[config.mk]
export PLATFORM = sky130hd
export DESIGN_NAME = h_bridge_motor_command
export DESIGN_NICKNAME = d
export VERILOG_FILES = /design/src/sv/hbmc_pkg.sv /design/src/sv/hbmc_duty.sv /design/src/sv/h_bridge_motor_command.sv
export SDC_FILE = /design/constraint.sdc
export NUM_CORES = 1
export LEC_CHECK = 0
export ABC_AREA = 1
export BUFFER_PORTS_ARGS = -buffer_cell sky130_fd_sc_hd__buf_2
export CAP_MARGIN = 5
export CORE_ASPECT_RATIO = 1.5
export CORE_MARGIN = 2
export CORE_UTILIZATION = 45
export CTS_CLUSTER_SIZE = 25
export DETAILED_ROUTE_END_ITERATION = 7
export PLACE_DENSITY = 0.75
export SLEW_MARGIN = 40
export SYNTH_ARGS = -nofsm -noshare
export SYNTH_HDL_FRONTEND = slang
export SYNTH_SLANG_ARGS = --single-unit
[constraint.sdc]
create_clock -name clk -period 10.7 [get_ports clk]
set_input_delay 1.07 -clock clk [delete_from_list [all_inputs] [get_ports clk]]
set_output_delay 1.07 -clock clk [all_outputs]
set_load 0.05 [all_outputs]
[src/sv/hbmc_pkg.sv]
// shared constants, codes and types for the h-bridge motor command block
`default_nettype none

package hbmc_pkg;

  localparam int MOTOR_COUNT = 3;
  localparam int DUTY_MAX    = 1023;
  localparam int PCT_MAX     = 100;

  localparam int MOTOR_W = 2;
  localparam int PCT_W   = 8;
  localparam int DUR_W   = 32;
  localparam int DUTY_W  = 10;
  localparam int STAT_W  = 2;
  localparam int CFG_W   = 3;
  localparam int CIDX_W  = 2;

  localparam int MI_W    = (MOTOR_COUNT > 1) ? $clog2(MOTOR_COUNT) : 1;
  localparam int MAG_W   = $clog2(PCT_MAX + 1);

  // duty = mag * DUTY_MAX / 100 as one multiply by a scaled reciprocal of 100
  localparam int RECIP_SH   = 19;
  localparam int DUTY_RECIP = (1 << RECIP_SH) / PCT_MAX + 1;
  localparam int DUTY_SCALE = DUTY_MAX * DUTY_RECIP;
  localparam int PROD_W     = $clog2(PCT_MAX * DUTY_SCALE + 1);

  typedef enum logic [2:0] {
    OP_SET   = 3'd0,
    OP_STOP  = 3'd1,
    OP_BRAKE = 3'd2,
    OP_TIMED = 3'd3,
    OP_TICK  = 3'd4,
    OP_GUARD = 3'd5
  } op_t;

  localparam logic [STAT_W-1:0] STAT_OK        = 2'd0;
  localparam logic [STAT_W-1:0] STAT_BAD_MOTOR = 2'd1;
  localparam logic [STAT_W-1:0] STAT_SAFETY    = 2'd2;

  localparam logic [CIDX_W-1:0] REG_DIR_MASK   = 2'd0;
  localparam logic [CIDX_W-1:0] REG_BRAKE_MASK = 2'd1;
  localparam logic [CIDX_W-1:0] REG_INV_MASK   = 2'd2;
  localparam logic [CIDX_W-1:0] REG_ZERO_BRAKE = 2'd3;

  typedef enum logic [1:0] {
    S_IDLE,
    S_DIV,
    S_SWEEP,
    S_OUT
  } state_t;

  typedef enum logic {
    SW_ZERO,
    SW_CAP
  } sweep_t;

endpackage

`default_nettype wire

[src/sv/hbmc_duty.sv]
// duty unit: magnitude times full duty over 100 by a reciprocal multiply
`default_nettype none

module hbmc_duty import hbmc_pkg::*; (
  input  wire logic              clk,
  input  wire logic              rst,
  input  wire logic              start,
  input  wire logic [MAG_W-1:0]  mag,
  output logic                   done,
  output logic [DUTY_W-1:0]      duty
);

  logic [MAG_W-1:0]  mag_q;
  logic              busy;
  logic [PROD_W-1:0] prod;

  always_comb begin
    prod = PROD_W'(mag_q) * PROD_W'(DUTY_SCALE);
  end

  always_ff @(posedge clk) begin
    if (rst) begin
      busy <= 1'b0;
      done <= 1'b0;
    end else begin
      busy <= start;
      done <= busy;
    end
  end

  always_ff @(posedge clk) begin
    if (start) mag_q <= mag;
    if (busy)  duty  <= prod[RECIP_SH +: DUTY_W];
  end

endmodule

`default_nettype wire

[src/sv/h_bridge_motor_command.sv]
// top level: command sequencer, channel state and config registers of the h-bridge block
//
// One input beat on s_* carries a command; op travels in s_tuser. Result beats leave
// on m_* with m_tlast on the final beat of a command. The block takes one command at a
// time: s_tready is high only while no command is in progress.
// Set speed gives one beat. A nonzero accepted speed that differs from the stored one
// runs the duty unit, a reciprocal multiply, and its beat is registered after the
// duty result; every other set-speed answer appears in the cycle after acceptance.
// Stop all, brake all, timed brake, a releasing tick and a tripped guard check give one
// beat per motor; each later beat is built in the sweep state after the last was taken.
// A tick that does not release, a guard check with nothing to do and unused ops give
// no beat; the block is ready again on the next cycle.
// When the receiver holds m_tready low the current beat stays in the output register
// and the sequence pauses until it is taken.
// Reset (rst, synchronous) stops all motors in the stored state, disarms the release
// timer and loads the config registers with their defaults. cfg_we writes register
// cfg_index from cfg_data.
`default_nettype none

module h_bridge_motor_command import hbmc_pkg::*; (
  input  wire logic              clk,
  input  wire logic              rst,
  input  wire logic              s_tvalid,
  output logic                   s_tready,
  input  wire logic [47:0]       s_tdata,   // motor, percent, brake_ticks, safety_ok, distance_limit
  input  wire logic [2:0]        s_tuser,   // op
  output logic                   m_tvalid,
  input  wire logic              m_tready,
  output logic [23:0]            m_tdata,   // motor_index, updated, pin_a, pin_b, duty, status
  output logic                   m_tlast,
  input  wire logic              cfg_we,
  input  wire logic [CIDX_W-1:0] cfg_index,
  input  wire logic [CFG_W-1:0]  cfg_data
);

  state_t state, state_next;

  logic [MOTOR_COUNT-1:0] dir_mask, brake_mask, inv_mask;
  logic                   zero_brake;

  logic signed [PCT_W-1:0] speed [MOTOR_COUNT];
  logic signed [PCT_W-1:0] speed_next [MOTOR_COUNT];
  logic [DUR_W-1:0]        count, count_next;
  logic                    armed, armed_next;

  logic [MI_W-1:0]         idx, idx_next;
  sweep_t                  kind, kind_next;
  logic                    lv, lv_next;

  logic [MOTOR_W-1:0]      o_motor, o_motor_next;
  logic                    o_upd, o_upd_next;
  logic                    o_a, o_a_next;
  logic                    o_b, o_b_next;
  logic [DUTY_W-1:0]       o_duty, o_duty_next;
  logic [STAT_W-1:0]       o_status, o_status_next;
  logic                    o_last, o_last_next;

  logic                    duty_start;
  logic                    duty_done;
  logic [DUTY_W-1:0]       duty_q;
  logic [MAG_W-1:0]        mag;

  op_t                     op_in;
  logic [MOTOR_W-1:0]      m_in;
  logic signed [PCT_W-1:0] p_raw, p_c, cur_spd;
  logic [DUR_W-1:0]        dur_in;
  logic                    safe_in, dist_in;
  logic [MOTOR_COUNT-1:0]  sel_m, cap_mask;
  logic                    m_ok, dir_m, cap_m, inv_m, neg, running;
  logic [DUR_W-1:0]        count_dec;
  logic                    cap_i;

  hbmc_duty u_duty (
    .clk   (clk),
    .rst   (rst),
    .start (duty_start),
    .mag   (mag),
    .done  (duty_done),
    .duty  (duty_q)
  );

  // decode of the incoming beat
  always_comb begin
    op_in   = op_t'(s_tuser);
    m_in    = s_tdata[1:0];
    p_raw   = s_tdata[9:2];
    dur_in  = s_tdata[41:10];
    safe_in = s_tdata[42];
    dist_in = s_tdata[43];

    cap_mask = dir_mask & brake_mask;
    sel_m    = MOTOR_COUNT'(1) << m_in;
    m_ok     = (32'(m_in) < MOTOR_COUNT);
    dir_m    = |(dir_mask & sel_m);
    cap_m    = |(cap_mask & sel_m);
    inv_m    = |(inv_mask & sel_m);

    cur_spd = '0;
    running = 1'b0;
    for (int i = 0; i < MOTOR_COUNT; i++) begin
      if (sel_m[i]) cur_spd = speed[i];
      if (speed[i] != 0) running = 1'b1;
    end

    if (!dir_m && p_raw < 0) p_c = '0;
    else                     p_c = p_raw;
    if (p_c > PCT_W'(PCT_MAX))        p_c = PCT_W'(PCT_MAX);
    else if (p_c < -PCT_W'(PCT_MAX))  p_c = -PCT_W'(PCT_MAX);

    mag = (p_c < 0) ? MAG_W'(-p_c) : MAG_W'(p_c);
    neg = (p_c < 0) ^ inv_m;

    count_dec = (count != '0) ? count - DUR_W'(1) : count;
    cap_i     = cap_mask[idx];
  end

  always_comb begin
    state_next    = state;
    speed_next    = speed;
    count_next    = count;
    armed_next    = armed;
    idx_next      = idx;
    kind_next     = kind;
    lv_next       = lv;
    o_motor_next  = o_motor;
    o_upd_next    = o_upd;
    o_a_next      = o_a;
    o_b_next      = o_b;
    o_duty_next   = o_duty;
    o_status_next = o_status;
    o_last_next   = o_last;
    duty_start    = 1'b0;

    case (state)
      S_IDLE: begin
        if (s_tvalid) begin
          o_motor_next  = m_in;
          o_upd_next    = 1'b0;
          o_a_next      = 1'b0;
          o_b_next      = 1'b0;
          o_duty_next   = '0;
          o_status_next = STAT_OK;
          o_last_next   = 1'b1;
          case (op_in)
            OP_SET: begin
              state_next = S_OUT;
              if (!m_ok) begin
                o_status_next = STAT_BAD_MOTOR;
              end else if (p_c != 0 && !safe_in) begin
                o_status_next = STAT_SAFETY;
              end else if (p_c != 0 && cur_spd == p_c) begin
                o_status_next = STAT_OK;
              end else if (p_c == 0) begin
                o_upd_next = 1'b1;
                if (cap_m) begin
                  o_a_next    = zero_brake;
                  o_b_next    = zero_brake;
                  o_duty_next = DUTY_W'(DUTY_MAX);
                end
                for (int i = 0; i < MOTOR_COUNT; i++) begin
                  if (sel_m[i]) speed_next[i] = '0;
                end
              end else begin
                if (cap_m) armed_next = 1'b0;
                o_upd_next = 1'b1;
                o_a_next   = dir_m & !neg;
                o_b_next   = dir_m & neg;
                for (int i = 0; i < MOTOR_COUNT; i++) begin
                  if (sel_m[i]) speed_next[i] = p_c;
                end
                duty_start = 1'b1;
                state_next = S_DIV;
              end
            end
            OP_STOP: begin
              idx_next   = '0;
              kind_next  = SW_ZERO;
              state_next = S_SWEEP;
            end
            OP_BRAKE: begin
              armed_next = 1'b0;
              idx_next   = '0;
              kind_next  = SW_CAP;
              lv_next    = 1'b1;
              state_next = S_SWEEP;
            end
            OP_TIMED: begin
              armed_next = (dur_in != '0);
              if (dur_in != '0) count_next = dur_in;
              idx_next   = '0;
              kind_next  = SW_CAP;
              lv_next    = 1'b1;
              state_next = S_SWEEP;
            end
            OP_TICK: begin
              if (armed) begin
                count_next = count_dec;
                if (count_dec == '0) begin
                  armed_next = 1'b0;
                  idx_next   = '0;
                  kind_next  = SW_CAP;
                  lv_next    = 1'b0;
                  state_next = S_SWEEP;
                end
              end
            end
            OP_GUARD: begin
              if (running && !safe_in) begin
                idx_next   = '0;
                state_next = S_SWEEP;
                if (dist_in) begin
                  armed_next = 1'b0;
                  kind_next  = SW_CAP;
                  lv_next    = 1'b1;
                end else begin
                  kind_next  = SW_ZERO;
                end
              end
            end
            default: ;
          endcase
        end
      end
      S_DIV: begin
        if (duty_done) begin
          o_duty_next = duty_q;
          state_next  = S_OUT;
        end
      end
      S_SWEEP: begin
        o_motor_next  = MOTOR_W'(idx);
        o_status_next = STAT_OK;
        o_last_next   = (idx == MI_W'(MOTOR_COUNT - 1));
        o_upd_next    = 1'b0;
        o_a_next      = 1'b0;
        o_b_next      = 1'b0;
        o_duty_next   = '0;
        if (kind == SW_ZERO) begin
          o_upd_next = 1'b1;
          if (cap_i) begin
            o_a_next    = zero_brake;
            o_b_next    = zero_brake;
            o_duty_next = DUTY_W'(DUTY_MAX);
          end
          speed_next[idx] = '0;
        end else if (cap_i) begin
          o_upd_next      = 1'b1;
          o_a_next        = lv;
          o_b_next        = lv;
          o_duty_next     = DUTY_W'(DUTY_MAX);
          speed_next[idx] = '0;
        end
        state_next = S_OUT;
      end
      S_OUT: begin
        if (m_tready) begin
          if (o_last) begin
            state_next = S_IDLE;
          end else begin
            idx_next   = idx + MI_W'(1);
            state_next = S_SWEEP;
          end
        end
      end
      default: state_next = S_IDLE;
    endcase
  end

  always_ff @(posedge clk) begin
    if (rst) begin
      state <= S_IDLE;
    end else begin
      state <= state_next;
    end
  end

  always_ff @(posedge clk) begin
    if (rst) begin
      for (int i = 0; i < MOTOR_COUNT; i++) speed[i] <= '0;
      count <= '0;
      armed <= 1'b0;
      idx   <= '0;
      kind  <= SW_ZERO;
      lv    <= 1'b0;
    end else begin
      speed <= speed_next;
      count <= count_next;
      armed <= armed_next;
      idx   <= idx_next;
      kind  <= kind_next;
      lv    <= lv_next;
    end
  end

  always_ff @(posedge clk) begin
    o_motor  <= o_motor_next;
    o_upd    <= o_upd_next;
    o_a      <= o_a_next;
    o_b      <= o_b_next;
    o_duty   <= o_duty_next;
    o_status <= o_status_next;
    o_last   <= o_last_next;
  end

  always_ff @(posedge clk) begin
    if (rst) begin
      dir_mask   <= MOTOR_COUNT'(3);
      brake_mask <= MOTOR_COUNT'(3);
      inv_mask   <= '0;
      zero_brake <= 1'b1;
    end else if (cfg_we) begin
      case (cfg_index)
        REG_DIR_MASK:   dir_mask   <= MOTOR_COUNT'(cfg_data);
        REG_BRAKE_MASK: brake_mask <= MOTOR_COUNT'(cfg_data);
        REG_INV_MASK:   inv_mask   <= MOTOR_COUNT'(cfg_data);
        REG_ZERO_BRAKE: zero_brake <= cfg_data[0];
        default: ;
      endcase
    end
  end

  assign s_tready = (state == S_IDLE);
  assign m_tvalid = (state == S_OUT);
  assign m_tlast  = o_last;
  assign m_tdata  = {7'b0, o_status, o_duty, o_b, o_a, o_upd, o_motor};

endmodule

`default_nettype wire
==> impl_summary.txt, run 1 <==
----------------------------------------------------
[Clocking]
  Number of buffers inserted to repair setup after CTS ... 0
  Clock net sink count ... 110
  Hold buffer count at CTS ... 0
  Clk pin slew, worst setup/hold paths ... 0.08 ns
  TritonCTS clock tree ... done
  CTS HTree Levels ... 3
  Insertion delay of the later-clocked pin in the worst-skew pair ... 0.37 ns
  Worst-case clock buffer depth ... 2
  Clock root buffer master ... clkbuf_16
  Post-cts repair resize count ... 0
  Number of buffers added by the clock tree synthesis step ... 9

[Synthesis]
  Top post-synthesis cells by area ... dfxtp_1 (16%), nand2_1 (12%), edfxtp_1 (11%), ha_1 (9.9%), inv_1 (7.7%)
  #FFs+latches synth ... 110
  Area share of the largest cell type after synthesis ... 16.1%
  Post-synthesis instance area ... 0.00934 mm^2
  Cells after synthesis ... 1328
  Main flop type after synthesis ... dfxtp_1
  Number of synthesis warnings ... 0
  Number of flops mapped to enable cells by yosys ... 35
  Average cell area after synthesis ... 7.03 um^2
  Number of library cell types mapped by synthesis ... 51
  Largest area contributor in the synthesized netlist ... dfxtp_1
  Proportion of synthesized chip area in sequential cells ... 27.3%
  Fraction of registers with async set/reset ... 0%

[Timing]
  Slew of the pin with the lowest slew margin ... 0.713 ns
  Total negative setup slack ... 0 ns
  FMAX ... 0.203 GHz
  Total of endpoints with negative setup slack in the final report ... 0
  Max Slew Vio Count ... 0
  Tightest slew margin relative to the limit ... 52.4%
  Number of hold violations in the final report ... 0
  Final critical path time including I/O delays and setup ... 4.93 ns
  Period utilisation layout ... 46.1%
  Min Hold Slack ... 0.452 ns
  Setup repair after global routing missed its margin ... no
  Clock tree skew after final layout ... 0.0145 ns

[Floorplan]
  Die outline width ... 122 um
  Die ar. ... 0.0219 mm^2
  Floorplan Core Area ... 0.0204 mm^2
  Row count ... 64
  Starting Density ... 45.7%
  Die Ht ... 180 um
  Top-level I/O count ... 88

[Route]
  Average vias per placed instance ... 5.34
  Post-DRT Antenna Nets ... 0
  Via total after detailed routing ... 8800
  Routed wire per std cell ... 15.1 um
  DRC violations left ... 0
  Iter 0 DRT Violations ... 485
  Detailed-router iteration count before antenna repair ... 5
  Final wirelength ... 24900 um

[Global routing]
  Met1 routing resource usage after global routing ... 23.6%
  Via count of the first global-routing pass ... 8829
  Number of antenna violations at the first check in global routing ... 4
  Overall overflow remaining after global route ... 0
  GR Layer Usage met3 ... 4.15%
  Pin count of the biggest net entering global routing ... 45
  Global Route Usage Sum ... 23.5%
  First-pass GRT wire length ... 41200 um
  GR Layer Usage met2 ... 44.1%
  Busiest layer in global routing ... met2

[Outcome]
  Outcome ... finished clean

[Setup path]
  Capturing element type of the critical path ... flop
  Worst endpoint required time ... 10.80 ns
  Maximum fanout along the worst path ... 7
  Class of the most critical setup path ... reg2reg
  Arrival @ worst endpoint ... 5.03 ns
  Startpoint kind of the worst setup timing path ... flop

[Layout]
  Leading cell types in the layout, fill and taps excluded ... nand2_1 (305), inv_1 (190), nor2_1 (169)
  Most frequent standard cell in the layout excluding fill and tap cells ... nand2_1
  Post-layout nets ... 1537
  Fraction of layout instances using a drive strength above 1 ... 10.2%
  Number of filler cells placed in the layout ... 2080
  Final Util ... 49.6%
  Synth-to-Final Area Change ... 8.56%

[Run]
  Number of max-cap violations ... 0

[Pwr]
  Static Leakage ... 0.00511 uW
  Power per cell area ... 193 mW/mm^2
  Worst supply voltage drop on vdd ... 0.0842 mV

[Place]
  Number of buffer cells added on primary ports ... 76
  Routability cong. ... 0.947
  HPWL reported at the end of detailed placement ... 20200 um

[Worst hold path]
  Worst min path class ... reg2reg

----------------------------------------------------
==> cells by family (layout without fill, tap and decap cells) <==
| kind of cell | after synthesis | in the layout | synth area share [%] |
|---|---|---|---|
| AND/OR/NAND/NOR | 638 | 638 | 30.5 |
| adder cells (fa/ha/maj) | 99 | 99 | 15.3 |
| AO/OA/AOI/OAI | 195 | 195 | 12.4 |
| buffers and inverters | 244 | 292 | 10.6 |
| XOR/XNOR | 41 | 41 | 3.85 |
| other | 1 | 8 | 0.0402 |
| flip-flops | 110 | 110 | 27.3 |
==> cells in the mapped netlist, types with 16 or more instances <==
cell type  instances
a21oi_1           66
a221oi_1          24
clkbuf_1          29
dfxtp_1           75
edfxtp_1          35
fa_1              25
ha_1              74
inv_1            191
nand2_1          305
nand3_1           71
nor2_1           170
nor3_1            16
o21ai_0           66
xor2_1            35
==> layer usage <==
layer  up-vias  part of all wire [%]
met1      4023                    36
met3        92                   4.3
met4         6                   5.8
met2       258                    53
li1       4421                     -
met5         -                  0.18
==> flip-flops by register name, summed over array words and instances, names as in the netlist, 3 cells and up <==
signal        count
u_duty.duty      10
u_duty.mag_q      7
o_duty           10
speed            24
count            32
inv_mask          3
brake_mask        3
dir_mask          3
==> per-stage QoR <==
step,power (uW),cells,cell area (um^2),setup slack (ns)
floorplan,1380,1334,9360,6.36
global placement,1610,1630,9850,5.23
detailed placement,1630,1630,9860,5.47
CTS,1960,1646,10100,5.83
global route,2110,1647,10100,5.51
finish,1960,1647,10100,5.77
==> worst max-delay path, cell delays in order, from the launching register on <==
cell	delay, ns
edfxtp_1	0.54
fa_1	0.64
inv_1	0.08
fa_1	0.50
inv_1	0.05
fa_1	0.49
fa_1	0.52
ha_1	0.36
nand2_1	0.08
nor2_1	0.04
a211oi_1	0.55
o21ai_0	0.21
a21boi_0	0.27
o21ai_0	0.14
xor2_1	0.20
==> where the power goes <==
part,switching (uW),total (uW),internal (uW)
combinational,748,1060,309
clock,169,331,161
sequential,47.7,571,523
==> final cells by class <==
cell class / count / area (um^2) / area share (%)
well taps: 264 / 330 / 3.26
diodes: 1 / 2.50 / 0.0247
clock buffers: 11 / 233 / 2.30
multi-input cells: 980 / 5820 / 57.4
flip-flops and latches: 110 / 2550 / 25.2
clock inverters: 5 / 42.5 / 0.420
inverters: 194 / 728 / 7.18
repair buffers: 82 / 425 / 4.20
==> worst paths after layout <==
check | startpoint | end | slack, ns | cells past startpoint
hold / removal | inv_mask[0]$_SDFFE_PP0P_ | inv_mask[0]$_SDFFE_PP0P_ | 0.45 | 2
setup reg to reg | u_duty.mag_q[5]$_DFFE_PP_ | u_duty.duty[0]$_DFFE_PP_ | 5.77 | 14
hold reg to reg | inv_mask[0]$_SDFFE_PP0P_ | inv_mask[0]$_SDFFE_PP0P_ | 0.45 | 2
setup / recovery | u_duty.mag_q[5]$_DFFE_PP_ | u_duty.duty[0]$_DFFE_PP_ | 5.77 | 14
Power figures use the tool's default switching activity.
==> run 2, diff against run 1 <==
==> constraint.sdc (replaced) <==
create_clock -name clk -period 4.8 [get_ports clk]
set_input_delay 0.48 -clock clk [delete_from_list [all_inputs] [get_ports clk]]
set_output_delay 0.48 -clock clk [all_outputs]
set_load 0.05 [all_outputs]
==> run 2 against run 1 <==
Clock skew decreased by 0.0043 ns. Sequential power increased by 120%. Design area increased by 0.75%. Sequential share of layout area decreased by 0.19 points. Utilization increased by 0.37 points. Largest power group unchanged.
==> impl_summary.txt, run 2 (synthesis gave the netlist of run 1 again) <==
----------------------------------------------------
[Outcome]
  Outcome ... finished clean

[Route]
  Average vias per placed instance ... 5.40
  Final wirelength ... 26000 um
  Via total after detailed routing ... 8945
  Routed wire per std cell ... 15.7 um
  DRC violations left ... 0
  Met1 wire length ... 9100 um
  Post-DRT Antenna Nets ... 0
  Uppermost metal layer occupied by signal nets ... met5
  Met3 wire length ... 1310 um
  Iter 0 DRT Violations ... 469
  Detailed-router iteration count before antenna repair ... 5
  Detailed route wirelength on metal2 ... 13700 um

[Global routing]
  First-pass GRT wire length ... 42700 um
  Global Route Usage Sum ... 24.5%
  Number of antenna violations at the first check in global routing ... 1
  Via count of the first global-routing pass ... 8956
  Pin count of the biggest net entering global routing ... 45
  Overall overflow remaining after global route ... 0

[Layout]
  Post-layout nets ... 1546
  Fraction of layout instances using a drive strength above 1 ... 10.9%
  Number of flip-flops under the largest register name ... 32
  Most frequent standard cell in the layout excluding fill and tap cells ... nand2_1
  Largest register by flop count ... count
  Synth-to-Final Area Change ... 9.38%
  Leading cell types in the layout, fill and taps excluded ... nand2_1 (305), inv_1 (190), nor2_1 (169)
  Final Util ... 50.0%
  Largest registers ... count x32, speed x24
  Post-route design area ... 0.0102 mm^2
  Number of filler cells placed in the layout ... 2033
  # diodes ... 0

[Clocking]
  Number of buffers added by the clock tree synthesis step ... 9
  Insertion delay of the later-clocked pin in the worst-skew pair ... 0.37 ns
  Hold buffer count at CTS ... 0
  Clk pin slew, worst setup/hold paths ... 0.08 ns
  Worst-case clock buffer depth ... 2
  Clock net sink count ... 110
  TritonCTS clock tree ... done
  CTS HTree Levels ... 3
  Clock root buffer master ... clkbuf_16

[Floorplan]
  Floorplan Core Area ... 0.0204 mm^2
  Die outline width ... 122 um
  Top-level I/O count ... 88
  Die ar. ... 0.0219 mm^2
  Row count ... 64
  Starting Density ... 45.7%
  Die Ht ... 180 um

[Setup path]
  Arrival @ worst endpoint ... 4.61 ns
  Worst endpoint required time ... 4.92 ns
  Maximum fanout along the worst path ... 4
  Reg2reg path depth ... 17
  Capturing element type of the critical path ... flop
  Class of the most critical setup path ... reg2reg
  Startpoint kind of the worst setup timing path ... flop

[Pwr]
  Power per cell area ... 431 mW/mm^2
  Static Leakage ... 0.00516 uW
  Worst supply voltage drop on vdd ... 0.225 mV

[Timing]
  Period utilisation layout ... 93.6%
  Total of endpoints with negative setup slack in the final report ... 0
  Min Hold Slack ... 0.372 ns
  FMAX ... 0.223 GHz
  Total negative setup slack ... 0 ns
  Tightest slew margin relative to the limit ... 55.2%
  Setup repair after global routing missed its margin ... no
  Slew of the pin with the lowest slew margin ... 0.671 ns
  Final critical path time including I/O delays and setup ... 4.49 ns
  Number of hold violations in the final report ... 0
  Max Slew Vio Count ... 0
  Clock tree skew after final layout ... 0.0102 ns

[Place]
  HPWL reported at the end of detailed placement ... 20800 um
  Routability cong. ... 0.932
  Number of buffer cells added on primary ports ... 76
  Placed instance area ... 0.00988 mm^2

[Worst hold path]
  Worst min path class ... in2reg
  Worst hold path cell count ... 3

[Run]
  Number of max-cap violations ... 0

----------------------------------------------------
[run 2: cell count changes in the layout (fill, tap and decap cells not counted)]
cell and delta:
inv_4 +1, clkbuf_16 +1, inv_8 -1, buf_4 +9, clkbuf_2 +1, clkbuf_1 -1, diode_2 -1, clkinvlp_4 +1
clkinv_4 -2, clkinv_2 +1, clkinvlp_2 -1
[run 2: worst max-delay path, stage by stage (launching register included)]
cell and delay (ns):
edfxtp_1 0.48, fa_1 0.64, inv_1 0.08, fa_1 0.50
inv_1 0.05, fa_1 0.49, fa_1 0.49, ha_1 0.35
nand2_1 0.09, nor3_2 0.21, nand3_1 0.09, nand3_1 0.15
nand3_1 0.08, nand2_1 0.10, nand3_1 0.07, nand2_1 0.12
a31oi_1 0.10, xor2_1 0.15
[run 2: final timing paths]
| kind | slack (ns) | start | to |
|---|---|---|---|
| worst max-delay path | 0.31 | u_duty.mag_q[4]$_DFFE_PP_ | u_duty.duty[7]$_DFFE_PP_ |
| worst min-delay path | 0.37 | cfg_data[1] | brake_mask[1]$_SDFFE_PP1P_ |
| worst max register to register | 0.31 | u_duty.mag_q[4]$_DFFE_PP_ | u_duty.duty[7]$_DFFE_PP_ |
| worst min register to register | 0.46 | inv_mask[0]$_SDFFE_PP0P_ | inv_mask[0]$_SDFFE_PP0P_ |
[run 2: cell type report]
cell class	instances	area, um^2	area share, %
repair buffers	91	493	4.83
flip-flops and latches	110	2550	25.0
well taps	264	330	3.23
clock inverters	4	27.5	0.270
inverters	194	728	7.13
multi-input cells	980	5820	57.0
clock buffers	12	259	2.54
[run 2: repair_timing]
action,4_1_cts,5_1_grt
setup endpoints to repair,0,2
resized for setup,0,1
setup buffers,0,6
[run 2: report_power, final]
part	switching, uW	total (uW)	internal, uW
Combinational	1680	2370	695
Clock	365	753	389
Sequential	109	1280	1170
Total	2150	4400	2250
[run 2: per-stage QoR]
step	instances	total power, uW	setup WS, ns
after floorplan	1334	3070	0.530
after global placement	1633	3580	0.269
after detailed placement	1633	3620	0.208
after CTS	1649	4380	0.221
after global routing	1655	4730	0.0390
final	1655	4400	0.309
[run 2: metal layers]
layer,global-route usage (%),vias to the layer above
met3,4.08,103
met1,24.7,4127
met4,16.6,2
met2,44.9,284
met5,0,-
li1,-,4429
